--- src/rtl/core/lbg_pkg.sv ---
// Package for the LBP bit-plane gradient unit.
// Holds sizes, register codes, payload types and the neighbor table.
// No dependencies; compiled first.
package lbg_pkg;

    localparam int MAX_WIDTH   = 1024;
    localparam int SAMPLE_BITS = 16;
    localparam int COL_BITS    = $clog2(MAX_WIDTH);
    localparam int WIDTH_BITS  = 11;
    localparam int HEIGHT_BITS = 12;
    localparam int BORDER_BITS = 8;
    localparam int CODE_BITS   = 8;
    localparam int FIDX_BITS   = 20;
    localparam int ADDR_BITS   = 4;
    localparam int DATA_BITS   = 32;
    localparam int CMP_BITS    = (COL_BITS + 2 > HEIGHT_BITS + 2) ? COL_BITS + 2
                                                                  : HEIGHT_BITS + 2;

    localparam logic [1:0] REG_FRAME_WIDTH  = 2'd0;
    localparam logic [1:0] REG_FRAME_HEIGHT = 2'd1;
    localparam logic [1:0] REG_BORDER       = 2'd2;

    localparam logic [WIDTH_BITS-1:0]  WIDTH_RESET  = 11'd640;
    localparam logic [HEIGHT_BITS-1:0] HEIGHT_RESET = 12'd480;
    localparam logic [BORDER_BITS-1:0] BORDER_RESET = 8'd10;
    localparam logic [BORDER_BITS-1:0] MIN_BORDER   = 8'd2;

    localparam int WIN_CENTER = 4;

    // window position of neighbor k, clockwise from top-left
    localparam logic [3:0] NBR_POS [CODE_BITS] = '{
        4'd0, 4'd1, 4'd2, 4'd5, 4'd8, 4'd7, 4'd6, 4'd3
    };

    typedef logic [SAMPLE_BITS-1:0] t_sample;
    typedef logic [CODE_BITS-1:0]   t_code;
    typedef logic [8:0][SAMPLE_BITS-1:0] t_window;

    typedef struct packed {
        logic code;
        logic out;
        logic ring;
        logic first;
        logic last;
    } t_flags;

    typedef struct packed {
        t_code                  lbp_code;
        t_code                  dx_plus;
        t_code                  dx_minus;
        t_code                  dy_plus;
        t_code                  dy_minus;
        logic [FIDX_BITS-1:0]   feature_index;
        logic                   frame_end;
    } t_result;

endpackage

--- src/rtl/core/lbg_pattern.sv ---
// 3x3 local binary pattern: bit k set when neighbor k is below the center.
// Depends on lbg_pkg (window type, neighbor table).
module lbg_pattern import lbg_pkg::*; (
    input  t_window i_window,
    output t_code   o_code
);

    always_comb begin
        for (int k = 0; k < CODE_BITS; k++) begin
            o_code[k] = i_window[NBR_POS[k]] < i_window[WIN_CENTER];
        end
    end

endmodule
--- config.mk ---
export PLATFORM = sky130hd
export DESIGN_NAME = lbg_pattern
export DESIGN_NICKNAME = d
export VERILOG_FILES = /design/src/rtl/core/lbg_pkg.sv /design/src/rtl/core/lbg_pattern.sv
export SDC_FILE = /design/constraint.sdc
export NUM_CORES = 1
export LEC_CHECK = 0
export ABC_AREA = 1
export BUFFER_PORTS_ARGS = -buffer_cell sky130_fd_sc_hd__buf_2
export CAP_MARGIN = 20
export CELL_PAD_IN_SITES_DETAIL_PLACEMENT = 1
export CELL_PAD_IN_SITES_GLOBAL_PLACEMENT = 1
export CORE_ASPECT_RATIO = 2
export CORE_UTILIZATION = 29
export DETAILED_ROUTE_END_ITERATION = 10
export PLACE_DENSITY = 0.91
export SLEW_MARGIN = 10
export SYNTH_ARGS = -nofsm -noshare
export SYNTH_HDL_FRONTEND = slang
export SYNTH_SLANG_ARGS = --single-unit
--- constraint.sdc ---
create_clock -name vclk -period 0.95
set_clock_uncertainty 0.15 [all_clocks]
set_input_delay 0 -clock vclk [all_inputs]
set_output_delay 0 -clock vclk [all_outputs]
set_load 0.02 [all_outputs]
# Yosys cells after proc, flatten, opt, wreduce, memory -nomap -nowiden
# Index checks and enable logic that the tools add are counted.
[classes]
order_cmp = 8
[op_table]
columns = ["operator", "count"]
rows = [
  ["$lt 16x16->1", 8],
]
[word_totals]
input_bits = 144
register_bits = 0
output_inout_bits = 8

# Longest topological paths before layout
[depth]
word_depth = 1
depth_mapped = 9

# Worst setup path after synthesis
# OpenSTA, ideal clock, no wires.
[synth_path]
kind = "input to output"
from = "input port i_window[69] (netlist name)"
to = "output port o_code[1]"
t_arrival_ns = 1.048
n_path_buf = 0
required_time_ns = 0.800
path_stages = 7
slack_ns = -0.248
cell_sequence = "inv_1 -> ha_1 -> a21oi_1 -> nor2_1 -> nor3_4 -> nand2_1 -> a21oi_2"
[synth_between]
elab_chain_cells = 1
[synth_lines]
columns = ["item", "line", "source"]
rows = [
  ["start, declared", "lbg_pattern.sv:4", "input t_window i_window,"],
  ["$lt 16x16->1", "lbg_pattern.sv:10", "o_code[k] = i_window[NBR_POS[k]] < i_window[WIN_CENTER];"],
  ["end, declared", "lbg_pattern.sv:5", "output t_code o_code"],
]
# Every way passes these cells.

# Worst setup path in the final report
[layout_path]
from = "input port i_window[73] (netlist name)"
to = "output port o_code[4]"
# The elaborated chain is that of the path after synthesis.

==> run_results.csv <==
group,metric,value,unit
routing,drt_iter0_drc,116,
floorplanning,coreArea,0.00970,mm2
sta,grt_setup_unrepaired,"yes",
job,cap_violations,0,
grt,grt_max_degree,9,
cells_and_area,nFlopsAndLatches,0,
floorplanning,die_w,72.6,um
cells_and_area,drive_above_1_share,58.0,%
setup_path,crit_path_start_kind,"input pin",
cells_and_area,nClkBuffers,0,
setup_path,path_delay_family,"compound AO/OA/AOI/OAI gates",
yosys,synth_top_cell_by_area,"ha_1",
sta,slew_headroom,84.7,%
grt,antenna_found_initial,3,
floorplanning,io-pin-count,152,
setup_path,slowest_stage,"ha_4",
yosys,synth_cell_types,12,
floorplanning,num_rows,51,
floorplanning,dieArea,0.0104,mm2
setup_path,path_cells,"buf_6 > clkinvlp_4 > buf_12 > ha_4 > a21oi_1 > o21ai_0 > nand2_1 > nand3_2 > a21oi_4 > buf_6",
setup_path,cp_slowest_stage_delay,0.25,ns
grt,grt_pass1_vias,4383,
yosys,yosysTopAreaCellShare,51.9,%
yosys,synthTopCellsByCount,"128 x nand2_1, 120 x ha_1, 55 x inv_1",
cells_and_area,syn2layout_area_growth,90.1,%
setup_path,cp-end-kind,"primary output",
power_and_ir_drop,p_leak,2.63,nW
yosys,synth_most_common_cell,"nand2_1",
outcome,status,"complete, but fails checks",
routing,vias_per_cell,5.27,
sta,worstMarginPinSlew,0.227,ns
yosys,syn_avg_cell_area,6.82,um2
cells_and_area,fin_nets,869,
yosys,yosys_warnings,0,
sta,final.period_utilization,162,%
sta,finalSetupTns,-4.23,ns
grt,grt_pass1_wl,20500,um
yosys,ys_seq_area_share,0,%
placement,gp_congestion,0.852,
power_and_ir_drop,ir_drop,0.227,mV
sta,maxSlewViolCount,0,
setup_path,cp.arrival,1.39,ns
sta,finalHoldViolations,0,
setup_path,cp.required,0.80,ns
routing,drtAntennaViolNets,0,
hold_path,holdCritPathClass,"input pin to primary output",
routing,drtPass1Iterations,4,
routing,wl,15500,um
yosys,synth.area.top_cells,"ha_1 52%, nand2_1 17%, inv_1 7.1%",
setup_path,critPathKind,"input pin to primary output",
routing,via_count,3888,
yosys,syn_nets,688,
placement,dpl_cell_area,0.00407,mm2
outcome,violations,"negative setup slack",
routing,drc,0,
sta,period_needed,1.54,ns
setup_path,crit_top_cell,"buf_6",
sta,fmax,0.648,GHz
yosys,synth_cells,424,
cells_and_area,design_area,0.00550,mm2
power_and_ir_drop,power_density,527,mW/mm2
grt,grt-ovfl-total,0,
setup_path,worst-path-buf-inv,4,
cells_and_area,final-seq-area,0,um2
floorplanning,dieHeight,143,um
routing,routedWlPerCell,21.0,um
sta,holdWs,0.362,ns
yosys,synth_area,0.00289,mm2
placement,io_buffers,152,
floorplanning,initial_core_util,29.8,%
sta,layout_setup_ws,-0.592,ns
placement,place_hpwl,10100,um
setup_path,path_max_fanout,8,
sta,final-setup-viol-count,8,
grt,grt.total_usage,25.8,%
-- metrics by stage --
step | cells | setup WS (ns) | total power [mW] | util [%]
6_report | 738 | -0.592 | 2.90 | 56.7
5_1_grt | 738 | -0.672 | 3.15 | 56.7
4_1_cts | 734 | -0.487 | 2.37 | 51.5
3_5_place_dp | 724 | -0.659 | 1.88 | 41.9
3_3_place_gp | 724 | -0.627 | 1.72 | 41.9
2_1_floorplan | 424 | -0.214 | 1.11 | -
-- power by group --
| group | total [mW] | switching (mW) | leakage, nW | internal, mW |
|---|---|---|---|---|
| Combinational | 2.90 | 1.51 | 2.63 | 1.39 |
| Sequential | 0 | 0 | 0 | 0 |
| Clock | 0.000000423 | 0 | 0.0000190 | 0.000000423 |
| Total | 2.90 | 1.51 | 2.63 | 1.39 |
-- metal layers --
layer  vias to the layer above  track usage [%]  routed length (um)
met5                         -                0                   0
met4                         0             17.4                1160
met3                        78             2.68                 535
met2                       151             53.3                9020
met1                      1852             21.5                4800
li1                       1807                -                   -
-- final cells by class --
| cell class | instances | area (um2) |
|---|---|---|
| antenna | 3 | 7.51 |
| fill | 1148 | 4200 |
| inverter | 55 | 251 |
| multi-input combinational | 368 | 3860 |
| tap | 132 | 165 |
| timing repair buffer | 180 | 1210 |
-- cells in the final DEF, fill, tap and decap left out --
master | Yosys | final
nor3_4 | 8 | 8
o21ai_1 | 0 | 6
nor3_1 | 8 | 4
a21oi_1 | 40 | 11
buf_8 | 0 | 1
o21ai_0 | 8 | 1
nand2_2 | 0 | 24
inv_8 | 0 | 1
clkinvlp_4 | 0 | 8
inv_1 | 55 | 41
inv_2 | 0 | 2
ha_4 | 0 | 66
nand2_1 | 128 | 104
o21ai_2 | 0 | 1
diode_2 | 0 | 3
buf_2 | 0 | 136
buf_12 | 0 | 10
ha_2 | 0 | 3
ha_1 | 120 | 51
nor2_1 | 32 | 27
a21oi_4 | 0 | 14
nand4_1 | 8 | 8
nand3_2 | 0 | 8
buf_4 | 0 | 14
buf_6 | 1 | 19
nor3_2 | 0 | 4
nor2_2 | 0 | 5
inv_4 | 0 | 3
a21oi_2 | 8 | 23
-- timing repair --
action / 4_1_cts / 5_1_grt
resized for setup: 113 / 92
buffers inserted: 10 / 4
pin swaps: 34 / 47
endpoints found under the setup margin: 8 / 8
hold buffers: 0 / 0
-- final timing paths --
kind	from	to	slack, ns	cells after the start
max	i_window[73]	o_code[4]	-0.59	10
min	i_window[143]	o_code[4]	0.36	6
-- kinds of logic after synthesis --
| family | synth area share [%] |
|---|---|
| simple gates | 29.8 |
| compound gates | 10.7 |
| fa+ha+maj | 51.9 |
| buf+inv | 7.53 |
Power figures use the tool's default switching activity.
